--- src/rtl/windowed_frame_rate_meter_defines.svh ---
// Assertion macros shared by the frame rate meter RTL.
`ifndef WINDOWED_FRAME_RATE_METER_DEFINES_SVH
`define WINDOWED_FRAME_RATE_METER_DEFINES_SVH

// Property checked on every rising clock edge outside reset.
`define WFRM_ASSERT(label, prop, msg) \
  label: assert property (@(posedge clk_i) disable iff (!rst_ni) (prop)) else $error(msg);

// Implication checked on every rising clock edge outside reset.
`define WFRM_ASSERT_IMP(label, ante, cons, msg) \
  label: assert property (@(posedge clk_i) disable iff (!rst_ni) (ante) |-> (cons)) \
    else $error(msg);

`endif

--- src/rtl/wfrm_pkg.sv ---
// Shared constants, types and state encodings of the frame rate meter.
package wfrm_pkg;

  localparam int unsigned TIME_W     = 48;
  localparam int unsigned RATE_W     = 24;
  localparam int unsigned WIN_W      = 8;
  localparam int unsigned TGT_W      = 17;
  localparam int unsigned SLOTS_W    = 9;
  localparam int unsigned RING_DEPTH = 256;
  localparam int unsigned RING_AW    = 8;
  localparam int unsigned CNT_W      = 8;
  localparam int unsigned CFG_IDX_W  = 2;
  localparam int unsigned CFG_W      = 17;
  localparam int unsigned TDATA_IN_W  = 48;
  localparam int unsigned TDATA_OUT_W = 32;

  localparam logic [CFG_IDX_W-1:0] CFG_WINDOW = 2'd0;
  localparam logic [CFG_IDX_W-1:0] CFG_TARGET = 2'd1;

  // Window derived from the reset target of 24.00 fps.
  localparam logic [WIN_W-1:0]   DERIV_RST = 8'd24;
  localparam logic [SLOTS_W-1:0] SLOTS_RST = 9'd25;
  localparam logic [WIN_W-1:0]   WIN_CAP   = 8'd255;

  // ceil(2^24 / 100); low product bits tell exact multiples of 100 apart
  localparam int unsigned RECIP_SHIFT = 24;
  localparam logic [17:0] RECIP       = 18'd167773;
  localparam int unsigned PROD_W      = 35;

  // Serial divider: (count-1) * 1e8 over the span.
  localparam int unsigned NUM_W     = 35;
  localparam logic [26:0] SCALE     = 27'd100000000;
  localparam int unsigned STEP_W    = 6;
  localparam logic [STEP_W-1:0] DIV_LAST = STEP_W'(NUM_W - 1);
  localparam logic [RATE_W-1:0] RATE_MAX = '1;

  localparam int unsigned QUEUE_DEPTH = 2;

  typedef struct packed {
    logic              rate_valid;
    logic [CNT_W-1:0]  intervals;
    logic [TIME_W-1:0] span;
    logic              frac;
  } job_t;

  typedef enum logic {
    FR_IDLE,
    FR_PUSH
  } front_state_e;

  typedef enum logic [1:0] {
    BK_IDLE,
    BK_DIV,
    BK_FIN
  } back_state_e;

endpackage

--- src/rtl/wfrm_back.sv ---
// Back end: serial rate divider, saturation and output register.
`include "windowed_frame_rate_meter_defines.svh"

module wfrm_back (
  input  logic                             clk_i,
  input  logic                             rst_ni,
  input  logic                             avail_i,
  input  wfrm_pkg::job_t                   job_i,
  output logic                             pop_o,
  output logic                             out_valid_o,
  input  logic                             out_ready_i,
  output logic [wfrm_pkg::RATE_W-1:0]      out_rate_o,
  output logic                             out_rate_valid_o,
  output logic                             out_frac_o
);
  import wfrm_pkg::*;

  back_state_e state_q, state_d;

  logic [NUM_W-1:0]  num_q;
  logic [TIME_W-1:0] rem_q;
  logic [TIME_W-1:0] span_q;
  logic [STEP_W-1:0] step_q;
  logic              frac_q;

  logic              ovld_q, ovld_d;
  logic [RATE_W-1:0] orate_q;
  logic              oflag_q, ofrac_q;

  logic              out_free, trivial, load, start, step;
  logic [RATE_W-1:0] load_rate;
  logic              load_flag, load_frac;
  logic [TIME_W:0]   trial;
  logic              ge;
  logic [TIME_W:0]   diff;

  assign out_free = !ovld_q || out_ready_i;
  assign trivial  = !job_i.rate_valid || (job_i.span == '0);

  always_comb begin
    state_d   = state_q;
    pop_o     = 1'b0;
    load      = 1'b0;
    start     = 1'b0;
    step      = 1'b0;
    load_rate = '0;
    load_flag = job_i.rate_valid;
    load_frac = job_i.frac;
    case (state_q)
      BK_IDLE: begin
        if (avail_i) begin
          if (trivial) begin
            if (out_free) begin
              pop_o = 1'b1;
              load  = 1'b1;
            end
          end else begin
            pop_o   = 1'b1;
            start   = 1'b1;
            state_d = BK_DIV;
          end
        end
      end
      BK_DIV: begin
        step = 1'b1;
        if (step_q == '0) begin
          state_d = BK_FIN;
        end
      end
      BK_FIN: begin
        load_flag = 1'b1;
        load_frac = frac_q;
        load_rate = (|num_q[NUM_W-1:RATE_W]) ? RATE_MAX : num_q[RATE_W-1:0];
        if (out_free) begin
          load    = 1'b1;
          state_d = BK_IDLE;
        end
      end
      default: state_d = BK_IDLE;
    endcase
  end

  // restoring division, one quotient bit per cycle
  assign trial = {rem_q, num_q[NUM_W-1]};
  assign diff  = trial - {1'b0, span_q};
  assign ge    = (trial >= {1'b0, span_q});

  always_ff @(posedge clk_i) begin
    if (start) begin
      num_q  <= NUM_W'(job_i.intervals) * NUM_W'(SCALE);
      rem_q  <= '0;
      span_q <= job_i.span;
      frac_q <= job_i.frac;
      step_q <= DIV_LAST;
    end else if (step) begin
      num_q  <= {num_q[NUM_W-2:0], ge};
      rem_q  <= ge ? diff[TIME_W-1:0] : trial[TIME_W-1:0];
      if (step_q != '0) begin
        step_q <= step_q - STEP_W'(1);
      end
    end
    if (load) begin
      orate_q <= load_rate;
      oflag_q <= load_flag;
      ofrac_q <= load_frac;
    end
  end

  always_comb begin
    ovld_d = ovld_q;
    if (load) begin
      ovld_d = 1'b1;
    end else if (out_ready_i) begin
      ovld_d = 1'b0;
    end
  end

  always_ff @(posedge clk_i or negedge rst_ni) begin
    if (!rst_ni) begin
      state_q <= BK_IDLE;
      ovld_q  <= 1'b0;
    end else begin
      state_q <= state_d;
      ovld_q  <= ovld_d;
    end
  end

  assign out_valid_o      = ovld_q;
  assign out_rate_o       = orate_q;
  assign out_rate_valid_o = oflag_q;
  assign out_frac_o       = ofrac_q;

  `WFRM_ASSERT_IMP(a_div_span_nz, state_q == BK_DIV, span_q != '0, "divide by zero span")
  `WFRM_ASSERT_IMP(a_fin_done, state_q == BK_FIN, step_q == '0, "divider left early")
  `WFRM_ASSERT_IMP(a_invalid_zero, ovld_q && !oflag_q, orate_q == '0, "invalid rate nonzero")
  `WFRM_ASSERT_IMP(a_pop_avail, pop_o, avail_i, "pop from empty queue")

endmodule
--- config.mk ---
export PLATFORM = sky130hd
export DESIGN_NAME = wfrm_back
export DESIGN_NICKNAME = d
export VERILOG_FILES = /design/src/rtl/wfrm_pkg.sv /design/src/rtl/wfrm_back.sv
export VERILOG_INCLUDE_DIRS = /design/src /design/src/rtl
export SDC_FILE = /design/constraint.sdc
export NUM_CORES = 1
export LEC_CHECK = 0
export ABC_AREA = 1
export BUFFER_PORTS_ARGS = -buffer_cell sky130_fd_sc_hd__buf_2
export CAP_MARGIN = 20
export CORE_MARGIN = 2
export CORE_UTILIZATION = 25
export DETAILED_ROUTE_END_ITERATION = 16
export HOLD_SLACK_MARGIN = 0.02
export PLACE_DENSITY = 0.48
export REMOVE_ABC_BUFFERS = 1
export SLEW_MARGIN = 20
export SYNTH_ARGS = -nofsm -noshare
export SYNTH_HDL_FRONTEND = slang
export SYNTH_SLANG_ARGS = --single-unit
--- constraint.sdc ---
create_clock -name clk_i -period 3 [get_ports clk_i]
set_input_delay 0.6 -clock clk_i [delete_from_list [all_inputs] [get_ports clk_i]]
set_output_delay 0.6 -clock clk_i [all_outputs]
set_load 0.01 [all_outputs]
==> impl_metrics.json <==
{
  "powerDensity_nw_per_um2": 1112,
  "worst_pin_slew_ns": 0.6927,
  "period_minus_slack_ns": 3.873,
  "area_growth_pct": 27.87,
  "worst_r2r_path_depth": 15,
  "unrepaired_setup_endpoints_after_global_routing": "yes",
  "total_power_mw": 18.84,
  "path_cells": "buf_6 > fa_1 > buf_6 > fa_1 > inv_1 > fa_1 > fa_1 > inv_1 > ha_4 > nand2_1 > nand2_1 > o21bai_1 > a21oi_2 > o21ai_4 > a21o_1 > nor2_1 > o21ai_1",
  "max_freq_mhz": 258.2,
  "worst_skew_pair.late_latency_ns": 0.49,
  "dr_total_vias": 12202,
  "pin_count_of_the_biggest_net_entering_global_routing": 98,
  "timing_worst_setup_path_type": "in -> reg",
  "netlist.area_leader.share_pct": 23.12,
  "worst_hold_path_depth": 1,
  "synth_edf_count": 102,
  "utilization_pct": 32.30,
  "numClockSinks": 167,
  "nets": 2271,
  "worstHoldEndpoint": "span_q[29]",
  "timing.hold.worst.start": "job_i[30]",
  "drcViolationCount": 0,
  "initial_core_util_pct": 25.26,
  "drv.max_cap_violation_count": 0,
  "drv_slew": 0,
  "synth_seq_cells": 167,
  "first_global_vias": 12156,
  "failed_checks": "setup timing",
  "leakage_nw": 8.455,
  "coreArea_um2": 52450,
  "num-fill-cells": 5685,
  "worst_clock_skew_ns": 0.01361,
  "most_frequent_cell_on_the_critical_path": "sky130_fd_sc_hd__fa_1",
  "dr.first_iter.drc_count": 598,
  "cts.path.max_buffers": 2,
  "finalSetupViolCount": 17,
  "number_of_cts_inserted_buffers": 17,
  "final.period_utilization_pct": 129.1,
  "antenna-diode-count": 0,
  "reg2reg_from": "num_q[34]",
  "synthesis.area_um2": 13250,
  "globalplace.congestion": 0.8865,
  "wl_per_cell_um": 15.26,
  "run_status": "complete, but fails checks",
  "row_count": 84,
  "grt-ovfl-total": 0,
  "crit_fanout": 4,
  "clock_tree.root_cell": "sky130_fd_sc_hd__clkbuf_16",
  "drtPass1Iterations": 5,
  "clock_tree.htree_level_count": 4,
  "post_synth_arst_share_pct": 1.796,
  "die-area_um2": 54850,
  "placement.setup.worst_slack_ns": -1.666,
  "worstPathRequired_ns": 3.23,
  "die-width_um": 234.2,
  "critical_path_s_slowest_cell": "sky130_fd_sc_hd__fa_1",
  "cp-end-kind": "flop",
  "clk_transition_reported_paths_ns": 0.08,
  "synth_seq_area_share_pct": 33.05,
  "netlist.top_cell.by_area": "sky130_fd_sc_hd__edfxtp_1",
  "tns_ns": -11.68,
  "final_critical_path_setup_slack_ns": -0.8733,
  "viasPerCell": 4.405,
  "postSynth.topFlopCell": "sky130_fd_sc_hd__edfxtp_1",
  "grt_use_total_pct": 15.93,
  "boundaryPins": 90,
  "post_synth_num_cell_types": 47,
  "grt_first_pass_wirelength_mm": 66.79,
  "dpl.hpwl_mm": 33.68,
  "syn_area_per_cell_um2": 7.115,
  "holdCritPathClass": "in -> reg",
  "synth.top_cells.by_area": "sky130_fd_sc_hd__edfxtp_1 (23%), sky130_fd_sc_hd__nand2_1 (16%), sky130_fd_sc_hd__inv_1 (10%)",
  "cp.arrival_ns": 4.11,
  "timing.rr.end": "rem_q[40]",
  "routed_wirelength_mm": 42.28,
  "drtAntennaViolNets": 0,
  "gate_count_post_synth": 1862,
  "ir_drop_v": 0.0005021,
  "worst_setup_path_startpoint": "job_i[55]",
  "setup.reg_to_reg.worst_slack_ns": 0.29,
  "slew_headroom_pct": 53.76,
  "die_y_um": 234.2,
  "drive_gt1_share_pct": 19.16,
  "initial_antenna_violation_count": 1,
  "timing.critical_path.from_type": "input port",
  "synthesis.yosys.warnings": 0,
  "final_hold_viol_count": 0,
  "cts_tree": "built",
  "io_buffer_count": 89,
  "critical_path.max_stage_delay_ns": 0.52
}
-- report_power, final --
group          internal [mW]  total, mW  leakage [nW]  switching (mW)
sequential              3.34       3.81          1.54           0.472
combinational           5.25       12.7          6.62            7.49
clock                   1.19       2.29         0.296            1.10
-- cells in the mapped netlist (6+ instances only) --
library cell and number:
sky130_fd_sc_hd__nand2_1 564, sky130_fd_sc_hd__inv_1 364, sky130_fd_sc_hd__nor2_1 150, sky130_fd_sc_hd__edfxtp_1 102, sky130_fd_sc_hd__ha_1 99, sky130_fd_sc_hd__o21ai_0 89
sky130_fd_sc_hd__a21oi_1 85, sky130_fd_sc_hd__nand3_1 84, sky130_fd_sc_hd__dfxtp_1 62, sky130_fd_sc_hd__fa_1 41, sky130_fd_sc_hd__nand4_1 27, sky130_fd_sc_hd__clkbuf_1 22
sky130_fd_sc_hd__nor4_1 16, sky130_fd_sc_hd__o211ai_1 14, sky130_fd_sc_hd__a21boi_0 12, sky130_fd_sc_hd__xnor2_1 12, sky130_fd_sc_hd__o21bai_1 11, sky130_fd_sc_hd__or2_1 10
sky130_fd_sc_hd__nor3_1 9, sky130_fd_sc_hd__or2_2 8, sky130_fd_sc_hd__xor2_1 8, sky130_fd_sc_hd__a21o_1 6, sky130_fd_sc_hd__buf_6 6, sky130_fd_sc_hd__inv_2 6
sky130_fd_sc_hd__nand3b_1 6, sky130_fd_sc_hd__nor2_2 6
-- cells by family (layout without fill, tap and decap cells) --
family                   Yosys count  in the layout  share of synthesized area [%]
adder cells (fa/ha/maj)          140            140                          15.54
flip-flops                       167            167                          33.05
XOR/XNOR                          20             20                          1.322
AND/OR/NAND/NOR                  893            893                          28.10
AO/OA/AOI/OAI                    234            234                          10.02
buffers and inverters            408            628                          11.96
-- worst max-delay path: cells and delay by family --
family	cells	cell delay (ns)
buffers and inverters	4	0.37
and+or+nand+nor	3	0.18
AOI/OAI and AO/OA	5	0.69
adders and majority gates	5	2.25
-- worst max path at each step --
stage          cells past startpoint        end  slack, ns
2_1_floorplan                      7   rem_q[0]      -3.09
3_3_place_gp                      16  num_q[26]      -1.68
3_5_place_dp                      18  num_q[33]      -1.67
4_1_cts                           18  num_q[33]      -0.85
5_1_grt                           17  num_q[33]      -1.04
6_report                          17  num_q[33]      -0.87
-- cell usage in the layout (no fill, tap or decap), types with 12 or more instances in the layout --
cell type,count
sky130_fd_sc_hd__inv_2,23
sky130_fd_sc_hd__clkbuf_16,17
sky130_fd_sc_hd__o21ai_1,15
sky130_fd_sc_hd__dfxtp_1,62
sky130_fd_sc_hd__buf_6,28
sky130_fd_sc_hd__a21oi_1,69
sky130_fd_sc_hd__nand3_1,83
sky130_fd_sc_hd__a21boi_0,12
sky130_fd_sc_hd__nand2_2,16
sky130_fd_sc_hd__o21ai_0,63
sky130_fd_sc_hd__inv_1,347
sky130_fd_sc_hd__nand2_1,544
sky130_fd_sc_hd__nor2_1,138
sky130_fd_sc_hd__buf_4,100
sky130_fd_sc_hd__ha_4,21
sky130_fd_sc_hd__nand4_1,27
sky130_fd_sc_hd__nor4_1,15
sky130_fd_sc_hd__fa_1,37
sky130_fd_sc_hd__ha_1,77
sky130_fd_sc_hd__nor2_2,13
sky130_fd_sc_hd__buf_2,84
sky130_fd_sc_hd__edfxtp_1,102
sky130_fd_sc_hd__o211ai_1,14
-- stage by stage --
| step | area, µm² | hold WS, ns | cells |
|---|---|---|---|
| floorplan | 13070 | 0.3044 | 1827 |
| global placement | 15380 | 0.4044 | 2721 |
| detailed placement | 15380 | 0.4100 | 2721 |
| CTS | 16560 | 0.2558 | 2762 |
| global route | 16940 | 0.2655 | 2770 |
| finish | 16940 | 0.3059 | 2770 |
-- sequential cells by signal, summed over array words and instances (netlist names) --
signal / cells
num_q: 35
state_q: 2
out_rate_valid_o: 1
frac_q: 1
out_frac_o: 1
rem_q: 48
step_q: 6
out_rate_o: 24
out_valid_o: 1
span_q: 48
-- area by class of cell --
cell class | count | area (µm²) | area share [%]
inverters | 373 | 1401 | 8.272
flip-flops and latches | 167 | 4379 | 25.85
clock buffers | 17 | 425.4 | 2.511
multi-input cells | 1287 | 8008 | 47.27
well taps | 688 | 860.8 | 5.081
clock inverters | 15 | 175.2 | 1.034
repair buffers | 223 | 1692 | 9.985
-- layer usage --
metal  share of wire [%]  vias up  wire length [µm]  GRT usage [%]
li1                    -     6296                 -              -
met1                  45     5648             19040          19.83
met2                  48      203             20480          27.27
met3                 3.5       53              1462          2.687
met4                 3.1        2              1294          6.428
met5               0.019        -                 8              0
-- what timing repair did --
| action | CTS | global route |
|---|---|---|
| endpoints found under the setup margin | 18 | 18 |
| endpoints found under the hold margin | 3 | 0 |
| pin swaps | 59 | 50 |
| hold buffers | 1 | 0 |
| buffers inserted | 9 | 10 |
| gates resized for setup | 110 | 89 |
Power figures use the tool's default switching activity.
